`src/rtl/wrs_pkg.sv`:
```
// Shared constants, types and a helper function of the work range splitter.
`timescale 1ns / 1ps

package wrs_pkg;

    // Part count limit and the width that holds any count up to it.
    localparam int MAX_PARTS = 64;
    localparam int COUNT_W   = $clog2(MAX_PARTS + 1);

    // Field widths.
    localparam int OP_W        = 2;
    localparam int POS_W       = 16;
    localparam int START_W     = POS_W + 1;
    localparam int REQ_PARTS_W = 7;
    localparam int MAX_SIZE_W  = 24;

    // Configuration port.
    localparam int CFG_IDX_W  = 2;
    localparam int CFG_DATA_W = MAX_SIZE_W;
    localparam logic [CFG_IDX_W-1:0] CFG_REQ_PARTS = 2'd0;
    localparam logic [CFG_IDX_W-1:0] CFG_MAX_SIZE  = 2'd1;

    // Operation codes.
    localparam logic [OP_W-1:0] OP_COLUMN = 2'd0;
    localparam logic [OP_W-1:0] OP_RENDER = 2'd1;
    localparam logic [OP_W-1:0] OP_ROW    = 2'd2;
    localparam logic [OP_W-1:0] OP_NONE   = 2'd3;

    // Serial divider.
    localparam int DIV_W     = MAX_SIZE_W;
    localparam int DIV_CNT_W = $clog2(DIV_W);

    // Command queue between the planner and the emitter.
    localparam int QUEUE_DEPTH  = 2;
    localparam int QUEUE_PTR_W  = $clog2(QUEUE_DEPTH);
    localparam int QUEUE_FILL_W = $clog2(QUEUE_DEPTH + 1);

    typedef struct packed {
        logic                 start;
        logic [DIV_W-1:0]     dividend;
        logic [DIV_W-1:0]     divisor;
    } t_div_req;

    typedef struct packed {
        logic                 done;
        logic [DIV_W-1:0]     quotient;
        logic [DIV_W-1:0]     remainder;
    } t_div_rsp;

    // One planned request, ready to be emitted as parts.
    typedef struct packed {
        logic [OP_W-1:0]      opcode;
        logic [POS_W-1:0]     origin;
        logic [POS_W-1:0]     extent;
        logic [COUNT_W-1:0]   count;
        logic [POS_W-1:0]     chunk;
    } t_cmd;

    // Caps a raw part count at the extent (split modes) and at MAX_PARTS.
    function automatic logic [COUNT_W-1:0] clamp_count(
        input logic [OP_W-1:0]  op,
        input logic [POS_W:0]   n_raw,
        input logic [POS_W-1:0] extent
    );
        logic [POS_W:0] n;
        n = n_raw;
        if (op != OP_RENDER && n > {1'b0, extent}) begin
            n = {1'b0, extent};
        end
        if (n > (POS_W + 1)'(MAX_PARTS)) begin
            n = (POS_W + 1)'(MAX_PARTS);
        end
        return n[COUNT_W-1:0];
    endfunction

endpackage

```
`src/rtl/wrs_if.sv`:
```
// Channel interfaces of the work range splitter: request, part and configuration.
`timescale 1ns / 1ps

interface wrs_req_if;
    logic                           valid;
    logic                           ready;
    logic [wrs_pkg::OP_W-1:0]       opcode;
    logic [wrs_pkg::POS_W-1:0]      origin;
    logic [wrs_pkg::POS_W-1:0]      extent;
    logic [wrs_pkg::POS_W-1:0]      row_width;

    modport source(output valid, output opcode, output origin, output extent,
                   output row_width, input ready);
    modport sink(input valid, input opcode, input origin, input extent,
                 input row_width, output ready);
endinterface

interface wrs_part_if;
    logic                           valid;
    logic                           ready;
    logic [wrs_pkg::START_W-1:0]    part_start;
    logic [wrs_pkg::POS_W-1:0]      part_length;
    logic                           last_part;

    modport source(output valid, output part_start, output part_length,
                   output last_part, input ready);
    modport sink(input valid, input part_start, input part_length,
                 input last_part, output ready);
endinterface

interface wrs_cfg_if;
    logic                           valid;
    logic                           ready;
    logic [wrs_pkg::CFG_IDX_W-1:0]  index;
    logic [wrs_pkg::CFG_DATA_W-1:0] data;

    modport source(output valid, output index, output data, input ready);
    modport sink(input valid, input index, input data, output ready);
endinterface

```
`src/rtl/wrs_div.sv`:
```
// Restoring serial divider, one quotient bit per cycle.
`timescale 1ns / 1ps

module wrs_div (
    input  logic              i_clk,
    input  logic              i_rst_n,
    input  wrs_pkg::t_div_req i_req,
    output wrs_pkg::t_div_rsp o_rsp
);

    logic                          r_busy;
    logic                          r_done;
    logic [wrs_pkg::DIV_CNT_W-1:0] r_cnt;
    logic [wrs_pkg::DIV_W-1:0]     r_quo;
    logic [wrs_pkg::DIV_W-1:0]     r_rem;
    logic [wrs_pkg::DIV_W-1:0]     r_dsr;

    logic [wrs_pkg::DIV_W:0]       shifted;
    logic [wrs_pkg::DIV_W:0]       diff;
    logic                          fits;

    // The dividend shifts out of the top of r_quo while quotient bits enter at the bottom.
    always_comb begin
        shifted = {r_rem, r_quo[wrs_pkg::DIV_W-1]};
        diff    = shifted - {1'b0, r_dsr};
        fits    = ~diff[wrs_pkg::DIV_W];
    end

    always_ff @(posedge i_clk) begin
        if (!i_rst_n) begin
            r_busy <= 1'b0;
            r_done <= 1'b0;
        end else begin
            r_done <= 1'b0;
            if (i_req.start) begin
                r_busy <= 1'b1;
                r_cnt  <= wrs_pkg::DIV_CNT_W'(wrs_pkg::DIV_W - 1);
                r_quo  <= i_req.dividend;
                r_rem  <= '0;
                r_dsr  <= i_req.divisor;
            end else if (r_busy) begin
                r_quo <= {r_quo[wrs_pkg::DIV_W-2:0], fits};
                r_rem <= fits ? diff[wrs_pkg::DIV_W-1:0] : shifted[wrs_pkg::DIV_W-1:0];
                if (r_cnt == '0) begin
                    r_busy <= 1'b0;
                    r_done <= 1'b1;
                end else begin
                    r_cnt <= r_cnt - 1'b1;
                end
            end
        end
    end

    assign o_rsp.done      = r_done;
    assign o_rsp.quotient  = r_quo;
    assign o_rsp.remainder = r_rem;

endmodule

```
`src/rtl/wrs_front.sv`:
```
// Request planner: holds configuration, classifies a request and works out count and chunk.
`timescale 1ns / 1ps

module wrs_front (
    input  logic              i_clk,
    input  logic              i_rst_n,
    wrs_cfg_if.sink           i_cfg,
    wrs_req_if.sink           i_req,
    output wrs_pkg::t_div_req o_div,
    input  wrs_pkg::t_div_rsp i_div,
    output wrs_pkg::t_cmd     o_cmd,
    output logic              o_push,
    input  logic              i_full
);

    typedef enum logic [5:0] {
        S_IDLE = 6'b000001,
        S_PLAN = 6'b000010,
        S_DMS  = 6'b000100,
        S_DCNT = 6'b001000,
        S_DCHK = 6'b010000,
        S_PUSH = 6'b100000
    } t_state;

    t_state                              r_state, n_state;
    logic [wrs_pkg::REQ_PARTS_W-1:0]     r_req_parts;
    logic [wrs_pkg::MAX_SIZE_W-1:0]      r_max_size;
    logic [wrs_pkg::OP_W-1:0]            r_op;
    logic [wrs_pkg::POS_W-1:0]           r_origin;
    logic [wrs_pkg::POS_W-1:0]           r_extent;
    logic [wrs_pkg::POS_W-1:0]           r_row_width;
    logic [wrs_pkg::COUNT_W-1:0]         r_count, n_count;
    logic [wrs_pkg::POS_W-1:0]           r_chunk, n_chunk;

    logic                                drop;
    logic [wrs_pkg::DIV_W-1:0]           row_div;
    logic [wrs_pkg::DIV_W-1:0]           ms_eff;
    logic [wrs_pkg::POS_W:0]             by_size;
    logic [wrs_pkg::POS_W:0]             raw_count;
    logic [wrs_pkg::POS_W:0]             req_ext;
    logic [wrs_pkg::COUNT_W-1:0]         cnt_sized;
    logic [wrs_pkg::COUNT_W-1:0]         cnt_plain;

    assign i_cfg.ready = 1'b1;
    assign i_req.ready = (r_state == S_IDLE);

    always_comb begin
        drop      = (r_op == wrs_pkg::OP_NONE) || (r_extent == '0);
        row_div   = (r_row_width == '0) ? wrs_pkg::DIV_W'(1)
                                        : wrs_pkg::DIV_W'(r_row_width);
        ms_eff    = (i_div.quotient == '0) ? wrs_pkg::DIV_W'(1) : i_div.quotient;
        req_ext   = (wrs_pkg::POS_W + 1)'(r_req_parts);
        by_size   = {1'b0, i_div.quotient[wrs_pkg::POS_W-1:0]}
                  + (wrs_pkg::POS_W + 1)'(i_div.remainder != '0);
        raw_count = (by_size > req_ext) ? by_size : req_ext;
        cnt_sized = wrs_pkg::clamp_count(r_op, raw_count, r_extent);
        cnt_plain = wrs_pkg::clamp_count(r_op, req_ext, r_extent);
    end

    always_comb begin
        n_state        = r_state;
        n_count        = r_count;
        n_chunk        = r_chunk;
        o_div.start    = 1'b0;
        o_div.dividend = wrs_pkg::DIV_W'(r_extent);
        o_div.divisor  = wrs_pkg::DIV_W'(1);
        o_push         = 1'b0;
        case (r_state)
            S_IDLE: begin
                if (i_req.valid) begin
                    n_state = S_PLAN;
                end
            end
            S_PLAN: begin
                if (drop) begin
                    n_state = S_IDLE;
                end else if (r_max_size == '0) begin
                    // No size limit: the requested count stands, subject to the caps.
                    n_count = cnt_plain;
                    if (cnt_plain == '0) begin
                        n_state = S_IDLE;
                    end else begin
                        o_div.start   = 1'b1;
                        o_div.divisor = wrs_pkg::DIV_W'(cnt_plain);
                        n_state       = S_DCHK;
                    end
                end else if (r_op == wrs_pkg::OP_COLUMN) begin
                    o_div.start   = 1'b1;
                    o_div.divisor = r_max_size;
                    n_state       = S_DCNT;
                end else begin
                    o_div.start    = 1'b1;
                    o_div.dividend = r_max_size;
                    o_div.divisor  = row_div;
                    n_state        = S_DMS;
                end
            end
            S_DMS: begin
                if (i_div.done) begin
                    o_div.start   = 1'b1;
                    o_div.divisor = ms_eff;
                    n_state       = S_DCNT;
                end
            end
            S_DCNT: begin
                if (i_div.done) begin
                    // The ceiling of extent over size is the quotient plus one on a remainder.
                    n_count = cnt_sized;
                    if (cnt_sized == '0) begin
                        n_state = S_IDLE;
                    end else begin
                        o_div.start   = 1'b1;
                        o_div.divisor = wrs_pkg::DIV_W'(cnt_sized);
                        n_state       = S_DCHK;
                    end
                end
            end
            S_DCHK: begin
                if (i_div.done) begin
                    n_chunk = i_div.quotient[wrs_pkg::POS_W-1:0];
                    n_state = S_PUSH;
                end
            end
            S_PUSH: begin
                if (!i_full) begin
                    o_push  = 1'b1;
                    n_state = S_IDLE;
                end
            end
            default: begin
                n_state = S_IDLE;
            end
        endcase
    end

    assign o_cmd.opcode = r_op;
    assign o_cmd.origin = r_origin;
    assign o_cmd.extent = r_extent;
    assign o_cmd.count  = r_count;
    assign o_cmd.chunk  = r_chunk;

    always_ff @(posedge i_clk) begin
        if (!i_rst_n) begin
            r_state     <= S_IDLE;
            r_req_parts <= wrs_pkg::REQ_PARTS_W'(1);
            r_max_size  <= '0;
        end else begin
            r_state <= n_state;
            if (i_cfg.valid) begin
                case (i_cfg.index)
                    wrs_pkg::CFG_REQ_PARTS: begin
                        r_req_parts <= i_cfg.data[wrs_pkg::REQ_PARTS_W-1:0];
                    end
                    wrs_pkg::CFG_MAX_SIZE: begin
                        r_max_size <= i_cfg.data[wrs_pkg::MAX_SIZE_W-1:0];
                    end
                    default: begin
                    end
                endcase
            end
        end
    end

    always_ff @(posedge i_clk) begin
        r_count <= n_count;
        r_chunk <= n_chunk;
        if (i_req.valid && i_req.ready) begin
            r_op        <= i_req.opcode;
            r_origin    <= i_req.origin;
            r_extent    <= i_req.extent;
            r_row_width <= i_req.row_width;
        end
    end

endmodule

```
`src/rtl/wrs_fifo.sv`:
```
// Short command queue between the planner and the part emitter.
`timescale 1ns / 1ps

module wrs_fifo (
    input  logic          i_clk,
    input  logic          i_rst_n,
    input  logic          i_push,
    input  wrs_pkg::t_cmd i_cmd,
    output logic          o_full,
    input  logic          i_pop,
    output wrs_pkg::t_cmd o_head,
    output logic          o_empty
);

    wrs_pkg::t_cmd                      r_mem [wrs_pkg::QUEUE_DEPTH];
    logic [wrs_pkg::QUEUE_PTR_W-1:0]    r_wr_ptr;
    logic [wrs_pkg::QUEUE_PTR_W-1:0]    r_rd_ptr;
    logic [wrs_pkg::QUEUE_FILL_W-1:0]   r_fill;

    logic do_push;
    logic do_pop;

    assign o_full  = (r_fill == wrs_pkg::QUEUE_FILL_W'(wrs_pkg::QUEUE_DEPTH));
    assign o_empty = (r_fill == '0);
    assign o_head  = r_mem[r_rd_ptr];
    assign do_push = i_push && !o_full;
    assign do_pop  = i_pop && !o_empty;

    always_ff @(posedge i_clk) begin
        if (do_push) begin
            r_mem[r_wr_ptr] <= i_cmd;
        end
    end

    always_ff @(posedge i_clk) begin
        if (!i_rst_n) begin
            r_wr_ptr <= '0;
            r_rd_ptr <= '0;
            r_fill   <= '0;
        end else begin
            if (do_push) begin
                r_wr_ptr <= r_wr_ptr + 1'b1;
            end
            if (do_pop) begin
                r_rd_ptr <= r_rd_ptr + 1'b1;
            end
            if (do_push && !do_pop) begin
                r_fill <= r_fill + 1'b1;
            end else if (do_pop && !do_push) begin
                r_fill <= r_fill - 1'b1;
            end
        end
    end

endmodule

```
`src/rtl/wrs_back.sv`:
```
// Part emitter: walks a planned command and drives one part beat per cycle while the output is not stalled.
`timescale 1ns / 1ps

module wrs_back (
    input  logic          i_clk,
    input  logic          i_rst_n,
    input  wrs_pkg::t_cmd i_head,
    input  logic          i_empty,
    output logic          o_pop,
    wrs_part_if.source    o_part
);

    logic                            r_busy;
    wrs_pkg::t_cmd                   r_cmd;
    logic [wrs_pkg::COUNT_W-1:0]     r_idx;
    logic [wrs_pkg::START_W-1:0]     r_pos;
    logic [wrs_pkg::POS_W-1:0]       r_left;

    logic                            r_out_valid;
    logic [wrs_pkg::START_W-1:0]     r_out_start;
    logic [wrs_pkg::POS_W-1:0]       r_out_len;
    logic                            r_out_last;

    logic                            slot_free;
    logic                            emit;
    logic                            last;
    logic                            render;

    assign o_pop     = !r_busy && !i_empty;
    assign slot_free = !r_out_valid || o_part.ready;
    assign emit      = r_busy && slot_free;
    assign last      = (r_idx == r_cmd.count - 1'b1);
    assign render    = (r_cmd.opcode == wrs_pkg::OP_RENDER);

    assign o_part.valid       = r_out_valid;
    assign o_part.part_start  = r_out_start;
    assign o_part.part_length = r_out_len;
    assign o_part.last_part   = r_out_last;

    always_ff @(posedge i_clk) begin
        if (!i_rst_n) begin
            r_busy      <= 1'b0;
            r_out_valid <= 1'b0;
        end else begin
            if (o_pop) begin
                r_busy <= 1'b1;
                r_cmd  <= i_head;
                r_idx  <= '0;
                r_pos  <= {1'b0, i_head.origin};
                r_left <= i_head.extent;
            end else if (emit) begin
                // The last part takes what is left, which includes the remainder.
                r_out_valid <= 1'b1;
                r_out_start <= render ? {1'b0, r_cmd.origin} : r_pos;
                r_out_len   <= render ? r_cmd.extent : (last ? r_left : r_cmd.chunk);
                r_out_last  <= last;
                r_pos       <= r_pos + {1'b0, r_cmd.chunk};
                r_left      <= r_left - r_cmd.chunk;
                r_idx       <= r_idx + 1'b1;
                if (last) begin
                    r_busy <= 1'b0;
                end
            end
            if (!emit && o_part.ready) begin
                r_out_valid <= 1'b0;
            end
        end
    end

endmodule

```
`src/rtl/work_range_splitter.sv`:
```
// Top level of the work range splitter: planner, command queue and part emitter.
//
//   Channel   Dir   Beat                                    Accepted when
//   i_cfg     in    index, data (register write)            valid && ready (ready always high)
//   i_req     in    opcode, origin, extent, row_width       valid && ready
//   o_part    out   part_start, part_length, last_part      valid && ready
//
// The planner works out each request with serial divisions, each of which loads its
// operands and then produces 24 quotient bits; a row or render request with a size limit
// runs three of them (size by row width, count, chunk).
// The emitter then drives one part beat per cycle while the output is not stalled, up to 64 per request.
// A two-entry command queue lets the planner work on the next request while parts still flow.
// Reset is synchronous and active low; the configuration resets to one part and no size limit.
// A stalled output holds its beat; the emitter and then the queue back up behind it.
`timescale 1ns / 1ps

module work_range_splitter (
    input  logic        i_clk,
    input  logic        i_rst_n,
    wrs_cfg_if.sink     i_cfg,
    wrs_req_if.sink     i_req,
    wrs_part_if.source  o_part
);

    wrs_pkg::t_div_req div_req;
    wrs_pkg::t_div_rsp div_rsp;
    wrs_pkg::t_cmd     push_cmd;
    wrs_pkg::t_cmd     head_cmd;
    logic              push;
    logic              full;
    logic              pop;
    logic              empty;

    wrs_front u_front (
        .i_clk   (i_clk),
        .i_rst_n (i_rst_n),
        .i_cfg   (i_cfg),
        .i_req   (i_req),
        .o_div   (div_req),
        .i_div   (div_rsp),
        .o_cmd   (push_cmd),
        .o_push  (push),
        .i_full  (full)
    );

    wrs_div u_div (
        .i_clk   (i_clk),
        .i_rst_n (i_rst_n),
        .i_req   (div_req),
        .o_rsp   (div_rsp)
    );

    wrs_fifo u_fifo (
        .i_clk   (i_clk),
        .i_rst_n (i_rst_n),
        .i_push  (push),
        .i_cmd   (push_cmd),
        .o_full  (full),
        .i_pop   (pop),
        .o_head  (head_cmd),
        .o_empty (empty)
    );

    wrs_back u_back (
        .i_clk   (i_clk),
        .i_rst_n (i_rst_n),
        .i_head  (head_cmd),
        .i_empty (empty),
        .o_pop   (pop),
        .o_part  (o_part)
    );

endmodule

```
`src/flat_wrapper.sv`:
```
// flat-port wrapper written by rule: the top's interface ports become plain ports
module work_range_splitter_flat 
  (i_clk, i_rst_n, i_cfg_valid, i_cfg_index, i_cfg_data, i_cfg_ready, i_req_valid, i_req_opcode, i_req_origin, i_req_extent, i_req_row_width, i_req_ready, o_part_valid, o_part_part_start, o_part_part_length, o_part_last_part, o_part_ready);
  wrs_cfg_if i_cfg_i ();
  wrs_req_if i_req_i ();
  wrs_part_if o_part_i ();
  input  logic i_clk;
  input  logic i_rst_n;
  input wire logic [$bits(i_cfg_i.valid)-1:0] i_cfg_valid;
  input wire logic [$bits(i_cfg_i.index)-1:0] i_cfg_index;
  input wire logic [$bits(i_cfg_i.data)-1:0] i_cfg_data;
  output wire logic [$bits(i_cfg_i.ready)-1:0] i_cfg_ready;
  input wire logic [$bits(i_req_i.valid)-1:0] i_req_valid;
  input wire logic [$bits(i_req_i.opcode)-1:0] i_req_opcode;
  input wire logic [$bits(i_req_i.origin)-1:0] i_req_origin;
  input wire logic [$bits(i_req_i.extent)-1:0] i_req_extent;
  input wire logic [$bits(i_req_i.row_width)-1:0] i_req_row_width;
  output wire logic [$bits(i_req_i.ready)-1:0] i_req_ready;
  output wire logic [$bits(o_part_i.valid)-1:0] o_part_valid;
  output wire logic [$bits(o_part_i.part_start)-1:0] o_part_part_start;
  output wire logic [$bits(o_part_i.part_length)-1:0] o_part_part_length;
  output wire logic [$bits(o_part_i.last_part)-1:0] o_part_last_part;
  input wire logic [$bits(o_part_i.ready)-1:0] o_part_ready;
  assign i_cfg_i.valid = i_cfg_valid;
  assign i_cfg_i.index = i_cfg_index;
  assign i_cfg_i.data = i_cfg_data;
  assign i_cfg_ready = i_cfg_i.ready;
  assign i_req_i.valid = i_req_valid;
  assign i_req_i.opcode = i_req_opcode;
  assign i_req_i.origin = i_req_origin;
  assign i_req_i.extent = i_req_extent;
  assign i_req_i.row_width = i_req_row_width;
  assign i_req_ready = i_req_i.ready;
  assign o_part_valid = o_part_i.valid;
  assign o_part_part_start = o_part_i.part_start;
  assign o_part_part_length = o_part_i.part_length;
  assign o_part_last_part = o_part_i.last_part;
  assign o_part_i.ready = o_part_ready;
  work_range_splitter u_core (.i_clk(i_clk), .i_rst_n(i_rst_n), .i_cfg(i_cfg_i), .i_req(i_req_i), .o_part(o_part_i));
endmodule
```
`config.mk`:
```
export PLATFORM = sky130hd
export DESIGN_NAME = work_range_splitter_flat
export DESIGN_NICKNAME = d
export VERILOG_FILES = /design/src/rtl/wrs_pkg.sv /design/src/rtl/wrs_if.sv /design/src/rtl/wrs_div.sv /design/src/rtl/wrs_front.sv /design/src/rtl/wrs_fifo.sv /design/src/rtl/wrs_back.sv /design/src/rtl/work_range_splitter.sv /design/src/flat_wrapper.sv
export SDC_FILE = /design/constraint.sdc
export NUM_CORES = 1
export LEC_CHECK = 0
export ABC_AREA = 1
export BUFFER_PORTS_ARGS = -buffer_cell sky130_fd_sc_hd__buf_2
export CAP_MARGIN = 20
export CORE_ASPECT_RATIO = 1.4
export CORE_MARGIN = 5
export CORE_UTILIZATION = 50
export CTS_CLUSTER_DIAMETER = 30
export DETAILED_ROUTE_END_ITERATION = 8
export GPL_TIMING_DRIVEN = 0
export PLACE_DENSITY = 0.72
export SYNTH_ARGS = -nofsm -noshare
export SYNTH_HDL_FRONTEND = slang
export SYNTH_SLANG_ARGS = --single-unit
export TNS_END_PERCENT = 100
```
`constraint.sdc`:
```
create_clock -name i_clk -period 8.17 [get_ports i_clk]
set_input_delay 2.451 -clock i_clk [delete_from_list [all_inputs] [get_ports i_clk]]
set_output_delay 2.451 -clock i_clk [all_outputs]
set_load 0.02 [all_outputs]
```
==> results of run 1 <==
-- per-layer routing --
metal	vias up	wire length (um)	track usage [%]
li1	7994	-	-
met1	7893	21900	26.8
met2	607	31400	44.9
met3	195	2920	3.85
met4	0	4410	17.0
met5	-	0	0
-- metrics by stage --
stage          setup slack (ps)  total power, mW  hold slack (ps)  cell area, um2
2_1_floorplan              2020             4.45              421           21800
3_3_place_gp               -419             5.04              422           23100
3_5_place_dp                542             5.14              431           23300
4_1_cts                     492             8.52              424           26100
5_1_grt                    96.2             8.89              433           26100
6_report                    464             8.49              418           26100
-- cells in the final DEF, fill, tap and decap left out, types with 46 or more instances in the layout --
cell and n:
edfxtp_1 395, inv_1 222, o21ai_0 156, nand2_1 570, clkbuf_16 83, dfxtp_1 46, ha_1 91, a21oi_1 114
clkbuf_1 48, buf_2 120, nand3_1 69, nor2_1 125
-- power breakdown --
part | total [mW] | switching [mW] | internal [mW] | leakage [nW]
Combinational | 2.04 | 1.38 | 0.660 | 5.38
Sequential | 3.09 | 0.166 | 2.93 | 3.95
Clock | 3.35 | 1.22 | 2.13 | 1.35
Total | 8.49 | 2.76 | 5.72 | 10.7
-- logic make-up (layout without fill, tap and decap cells) --
family,after synthesis,after routing
fa+ha+maj,94,94
simple gates,926,926
compound gates,384,384
flops,441,441
xor+xnor,50,50
other cells,1,1
buf+inv,289,563
-- synthesized netlist by cell type, drive strengths merged (6+ instances only) --
| cell type | number |
|---|---|
| nand2 | 584 |
| edfxtp | 395 |
| inv | 229 |
| o21ai | 180 |
| nor2 | 142 |
| a21oi | 137 |
| ha | 91 |
| nand3 | 73 |
| dfxtp | 46 |
| clkbuf | 44 |
| nand4 | 39 |
| nor3 | 35 |
| xor2 | 31 |
| nor4 | 26 |
| xnor2 | 19 |
| buf | 15 |
| or2 | 12 |
| a31oi | 10 |
| o211ai | 8 |
| o22ai | 8 |
| o221ai | 7 |
| o31ai | 7 |
| a21o | 6 |
| and2 | 6 |
-- worst max-delay path, delay by kind of cell (launching register included) --
| kind | cells | cell delay [ps] |
|---|---|---|
| compound gates | 1 | 400 |
| flops | 1 | 450 |
| fa+ha+maj | 4 | 1170 |
| xor+xnor | 1 | 370 |
| buf+inv | 4 | 1130 |
| simple gates | 24 | 3810 |
-- layout make-up --
class                           instances  area [um2]  area share, %
Sequential cell                       441       12800           48.9
Multi-Input combinational cell       1455        7950           30.4
Clock buffer                           88        2110           8.06
Inverter                              230         863           3.30
Timing Repair Buffer                  125         756           2.89
Clock inverter                         61         706           2.70
Tap cell                              552         691           2.64
Buffer                                 59         275           1.05
-- state kept, by name, indices dropped and copies added (netlist names), 16 cells and up, named ones only --
name,flops
u_core.u_front.r_max_size,24
u_core.u_front.r_origin,16
u_core.u_back.o_part.part_length,16
u_core.u_div.r_rem,24
u_core.u_front.r_extent,16
u_core.u_div.r_dsr,24
u_core.u_front.r_chunk,16
u_core.u_back.o_part.part_start,17
u_core.u_back.r_left,16
u_core.u_fifo.r_mem,114
u_core.u_back.r_pos,17
u_core.u_front.r_row_width,16
u_core.u_div.r_quo,24
u_core.u_back.r_cmd,57
-- final timing paths --
check / startpoint / to / slack (ps) / cells past startpoint
worst min-delay path: u_core.u_front.r_chunk[4]$_DFFE_PP_ / u_core.u_fifo.r_mem[0][4]$_DFFE_PP_ / 420 / 0
worst max-delay path: u_core.u_div.r_rem[9]$_SDFFCE_PN0P_ / u_core.u_div.r_dsr[6]$_DFFE_PP_ / 460 / 34
worst max register to register: u_core.u_div.r_rem[9]$_SDFFCE_PN0P_ / u_core.u_div.r_dsr[6]$_DFFE_PP_ / 460 / 34
worst min register to register: u_core.u_front.r_chunk[4]$_DFFE_PP_ / u_core.u_fifo.r_mem[0][4]$_DFFE_PP_ / 420 / 0
==> impl_results.md, run 1 <==
* CORE AREA at 43100 um2
* Synthesized area at around 22000 um2
* CTS tree: built
* Largest family of logic cells by synthesized area: simple AND/OR/NAND/NOR gates
* Sequential element share of the synthesized area at between 50% and 60%
* EDFF count, synth at about 400
* Fin nets at approximately 2.6k
* Synth Area in Adders at approximately 5.5%
* Detailed Route WL at roughly 60 mm
* Most area-consuming cells after synthesis: edfxtp_1 (54%), nand2_1 (9.8%), ha_1 (5.2%)
* FILL cells at roughly 3.5k
* CP max stage delay at 760 ps
* Die width at ~190 um
* First-pass GRT wire length at around 94 mm
* Final setup TNS at 0 ps
* Compound-cell area share of the yosys netlist at approximately a tenth
* Number of buffers created by CTS at 80
* Pins over their slew limit at 0
* Mean post-synth cell area at roughly 10 um2
* Fmax at 0.130 GHz
* I/O Buffers at 116
* Max-Cap Viols at 0
* Post-DRT Antenna Nets at 0
* Setup-failing EPs final at 0
* Mapped Nets at 2360
* Dpl hpwl at about 46 mm
* Initial antenna violation count at 0
* Synth Flop Type: edfxtp_1
* Yosys reg bits at ~440
* Max VDD drop at ~0.00020 V
* GRT Util Overall at between 20% and 30%
* Slew @ Worst Pin at 1040 ps
* Slew Limit Headroom at a little under a third
* P_leak at roughly 11 nW
* RSZ-0062 raised after global routing: false
* I/O pin count at about 120
* Clk_lat worst skew at 630 ps
* Vias in the first global route at roughly 17k
* Post-synth top area share at 54.4%
* Synth Warn # at 0
* Post-route insts no fill at 3011
* Chip height at 257 um
* Vias/cell at ~5.5
* Vias at ~17k
* Buffers from clock root to sink, at most at 3
* Largest net degree at the start of global routing at 35
* Synth area leader: edfxtp_1
* CP max-delay cell: inv_1
* PwrDens at between 300 and 400 nW/um2
* Initial Util at roughly half
* Final min period at just under 8000 ps
* 1st-iter DRT viols at approximately 1.1k
* CTS Hold Bufs at 0
* Status: complete, no violations
* Layout cells sized above 1 at between 15 and 20%
* Cts repair resizes at 0
* Util after Layout at approximately three fifths
* Worst path required time at about 8400 ps
* Rows at 90
* CTS sink cnt at between 400 and 500
* Synth cell types at 55
* Placed Cells at ~2.9k
* DRC Markers at 0
* Crit path max fanout at 24
* Worst path arrival time at 7920 ps
* Number of diodes at 0
* Tcrit/Tclk final at around 94%
* Clock transition at path regs at about 50 ps
* Clock skew at 41.9 ps
* Post-synth ARST share at 0%
* Full die area at 48000 um2
* Post-synthesis mux area share at 0%
* Crit path kind: flip-flop to flip-flop
* XOR/XNOR Fraction of Synth Area at approximately 2.0%
* Cells after synthesis at 2185
* Area Overhead vs Synth at 19.7%
* Hold Path Class: flip-flop to flip-flop
* Crit path capture type: flip-flop
* DRT Pass-1 Iters at 6
* Routability cong. at about 1
* DR WL/cell at between 20 and 25 um
* Simple-gate portion of the synthesized area at between 10% and 20%
* Number of post-CTS setup repair buffers at 0
* Grt total ovfl at 0
* H-tree depth at 3
* Hold Vio Cnt, Final at 0
* Root buf cell: clkbuf_16
* CP Launch Type: flip-flop
Power figures use the tool's default switching activity.
==> run 2: changes to the inputs <==
--- a/config.mk
+++ b/config.mk
@@ -14,8 +14,9 @@
 export CTS_CLUSTER_DIAMETER = 30
 export DETAILED_ROUTE_END_ITERATION = 8
 export GPL_TIMING_DRIVEN = 0
-export PLACE_DENSITY = 0.72
+export PLACE_DENSITY = 0.67
 export SYNTH_ARGS = -nofsm -noshare
 export SYNTH_HDL_FRONTEND = slang
+export SYNTH_HIERARCHICAL = 1
 export SYNTH_SLANG_ARGS = --single-unit
 export TNS_END_PERCENT = 100
==> run 2 against run 1 <==
  * Global-route usage decreased by 0.062 points
  * Sequential share of layout area decreased by 2.9 points
  * Power decreased by 27%
  * Sequential cell count unchanged
  * Clock skew decreased by 16 ps
  * Critical endpoint is now u_core/u_div/r_cnt[3]$_SDFFCE_PP0P_
  * Largest cell class unchanged
==> impl_results.md, run 2 <==
* Post-synth top area share at 50.8% (-3.6 points)
* Synth cell types at 59 (+7.3%)
* Hold Vio Cnt, Final at 0 (unchanged)
* Cells after synthesis at 2461 (+13%)
* Synth Warn # at 6 (+6)
* DRT met1 WL at 23.4 mm (+7.0%)
* Root buf cell: clkbuf_16
* Multi-input logic area at 9040 um2 (+14%)
* Vias/cell at 5.30 (-4.4%)
* CORE AREA at 46200 um2 (+7.1%)
* Post-synth ARST share at 0% (unchanged)
* Vias at 17.8k (+6.6%)
* CP max-delay cell: nor4_1
* Clock skew at 26.3 ps (-15.6 ps)
* Final setup TNS at 0 ps (unchanged)
* Met2 WL at 33.8 mm (+7.4%)
* Worst path arrival time at 7950 ps (+30 ps)
* Fmax at 0.131 GHz (+1.2%)
* Max-Cap Viols at 0 (unchanged)
* RSZ-0062 raised after global routing: false
* CTS Hold Bufs at 0 (unchanged)
* Most frequent cells in the layout: nand2_1 (655), edfxtp_1 (395), inv_1 (340)
* Synth area leader: edfxtp_1
* CTS sink cnt at 441 (unchanged)
* CTS tree: built
* Tcrit/Tclk final at 93.2% (-1.1 points)
* Crit path from: u_core/u_div/r_rem[16]$_SDFFCE_PP0P_
* P_leak at 12.1 nW (+13%)
* DRT Pass-1 Iters at 6 (unchanged)
* Buffers from clock root to sink, at most at 3 (unchanged)
* Top-count cell post-synth: nand2_1
* Die width at 193 um (+3.3%)
* Top layer in use: met4
* Crit path capture type: flip-flop
* Largest net degree at the start of global routing at 35 (unchanged)
* Mean post-synth cell area at 9.49 um2 (-4.9%)
* Metal3 WL at 3.01 mm (+3.2%)
* Area Overhead vs Synth at 19.0%
* Worst path required time at 8510 ps (+130 ps)
* Chip height at 266 um (+3.3%)
* Number of buffers created by CTS at 79 (-1.3%)
* Max VDD drop at 0.000198 V (-0.86%)
* Layout cells sized above 1 at 17.1% (+1.6 points)
* PnR worst setup slack at 556 ps (+92.0 ps)
* DRC Markers at 0 (unchanged)
* Crit path kind: flip-flop to flip-flop
* Status: complete, no violations
* Detailed Route WL at 63.6 mm (+4.9%)
* Clk_lat worst skew at 610 ps (-20 ps)
* Number of diodes at 0 (unchanged)
* Routability cong. at 0.987 (-1.4%)
* Vias in the first global route at 17.8k (+3.2%)
* Most area-consuming cells after synthesis: edfxtp_1 (51%), nand2_1 (11%), inv_1 (5.5%)
* Pins over their slew limit at 0 (unchanged)
* Crit path max fanout at 10 (-58%)
* Register area at 12800 um2 (unchanged)
* CP Launch Type: flip-flop
* Mapped Nets at 2636 (+12%)
* Hold Path Class: flip-flop to flip-flop
* Full die area at 51200 um2 (+6.7%)
* I/O Buffers at 116 (unchanged)
* Slew Limit Headroom at 35.0% (+4.9 points)
* Slew @ Worst Pin at 971 ps (-68.1 ps)
* WP buf/inv at 5 (+1)
* Min-delay src: u_core/u_front/r_chunk[7]$_DFFE_PP_
* Synth Flop Type: edfxtp_1
* Max FFs per register at 114 (unchanged)
* I/O pin count at 118 (unchanged)
* Rows at 93 (+3.3%)
* DR WL/cell at 19.0 um (-5.9%)
* Initial antenna violation count at 0 (unchanged)
* CP max stage delay at 570 ps (-190 ps)
* PwrDens at 222 nW/um2 (-32%)
* Most used cell, CP: nand2_1
* H-tree depth at 3 (unchanged)
* Grt total ovfl at 0 (unchanged)
* Commonest cells post-synth: nand2_1 (655), edfxtp_1 (395), inv_1 (341)
* Final min period at 7610 ps (-92.0 ps)
* Sequential element share of the synthesized area at 54.7% (-3.9 points)
* Initial Util at 50.6% (about the same)
* Post-DRT Antenna Nets at 0 (unchanged)
* Total chip power at 6.16 mW (-27%)
* Fin nets at 2847 (+11%)
* FILL cells at 3921 (+13%)
* Top reg by flops: u_core/u_fifo/r_mem
* Top cell family by delay on the critical path: simple AND/OR/NAND/NOR gates
* Pre-CTS WS at -59.6 ps (-602 ps)
* Hold slack at 426 ps (+7.10 ps)
* 1st-iter DRT viols at 1257 (+12%)
* Dpl hpwl at 49.3 mm (+7.7%)
* Setup-failing EPs final at 0 (unchanged)
* Synthesized area at 23400 um2 (+7.1%)
* EDFF count, synth at 395 (unchanged)
* Commonest non-fill, non-tap cell in the layout: nand2_1
* FF-to-FF Start: u_core/u_div/r_rem[16]$_SDFFCE_PP0P_
* GRT Util Overall at 24.9% (-0.062 points)
* Yosys reg bits at 441 (unchanged)
* Clock transition at path regs at 50 ps (about the same)
* First-pass GRT wire length at 97.5 mm (+3.7%)
* Regs by FF count: u_core/u_fifo/r_mem (114), u_core/u_back/r_cmd (57)
## run 2: changes by cell type after synthesis, moves of 13 or more
cell      change
clkbuf_1     -13
nor2_1       +61
nand3_1      +70
nor3_1       -14
o21ai_2      -17
nor2_2       +13
nand2_1      +84
nand2_2      +21
o21ai_0      -62
a21oi_1      -20
a21oi_2      -20
inv_1       +119
mux2_2       +27
mux2_4       +30
## run 2: layout make-up
class	count	area share (%)
clock buffers	85	7.31
multi-input cells	1616	32.5
inverters	351	4.75
clock inverters	62	2.66
well taps	617	2.78
plain buffers	53	1.08
repair buffers	129	2.90
repair inverters	1	0.0270
flip-flops and latches	441	46.0
## run 2: worst register-to-register path: cells and delay by family, from the launching register on
family	cells	cell delay [ps]
DFF	1	430
AOI/OAI and AO/OA	4	870
adders and majority gates	4	1170
buffers and inverters	5	770
xor gates and xnor gates	1	310
and+or+nand+nor	22	3750
## run 2: timing repair
item | 4_1_cts | 5_1_grt
setup endpoints to repair | 5 | 63
gates resized for setup | 1 | 5
pin swaps | 0 | 1
endpoints found under the hold margin | 0 | 0
cloned | 0 | 1
buffers inserted | 0 | 3
## run 2: routing by layer
layer | track usage (%) | vias up
met1 | 26.9 | 8358
met3 | 3.84 | 180
met2 | 46.1 | 557
li1 | - | 8689
met4 | 13.1 | 0
met5 | 0 | -
## run 2: kinds of logic after synthesis
logic type | after synthesis | synth area share, %
adder cells (fa/ha/maj) | 94 | 5.13
other | 1 | 0.0161
AO/OA/AOI/OAI | 255 | 6.28
AND/OR/NAND/NOR | 1178 | 22.6
multiplexers | 57 | 3.23
flip-flops | 441 | 54.7
XOR/XNOR | 31 | 1.16
buffers and inverters | 404 | 6.91
## run 2: power by group
part	switching [mW]	leakage [nW]	internal, mW
combinational	0.188	6.87	0.0883
clock	1.19	1.33	2.16
sequential	0.0354	3.91	2.49
total	1.42	12.1	4.74
## run 2: through the flow
stage                     std cells  cell area (um2)  utilization, %
after detailed placement       3204            25000            54.1
final                          3355            27800            60.2
after CTS                      3351            27800            60.1
after global routing           3355            27800            60.2
after floorplan                2461            23400               -
after global placement         3194            24700            53.5
## run 2: final timing paths
check	endpoint	slack (ps)	depth (start not counted)
setup / recovery	u_core/u_div/r_cnt[3]$_SDFFCE_PP0P_	560	36
hold / removal	u_core/u_fifo/r_mem[1][7]$_DFFE_PP_	430	0
setup reg to reg	u_core/u_div/r_cnt[3]$_SDFFCE_PP0P_	560	36
hold reg to reg	u_core/u_fifo/r_mem[1][7]$_DFFE_PP_	430	0
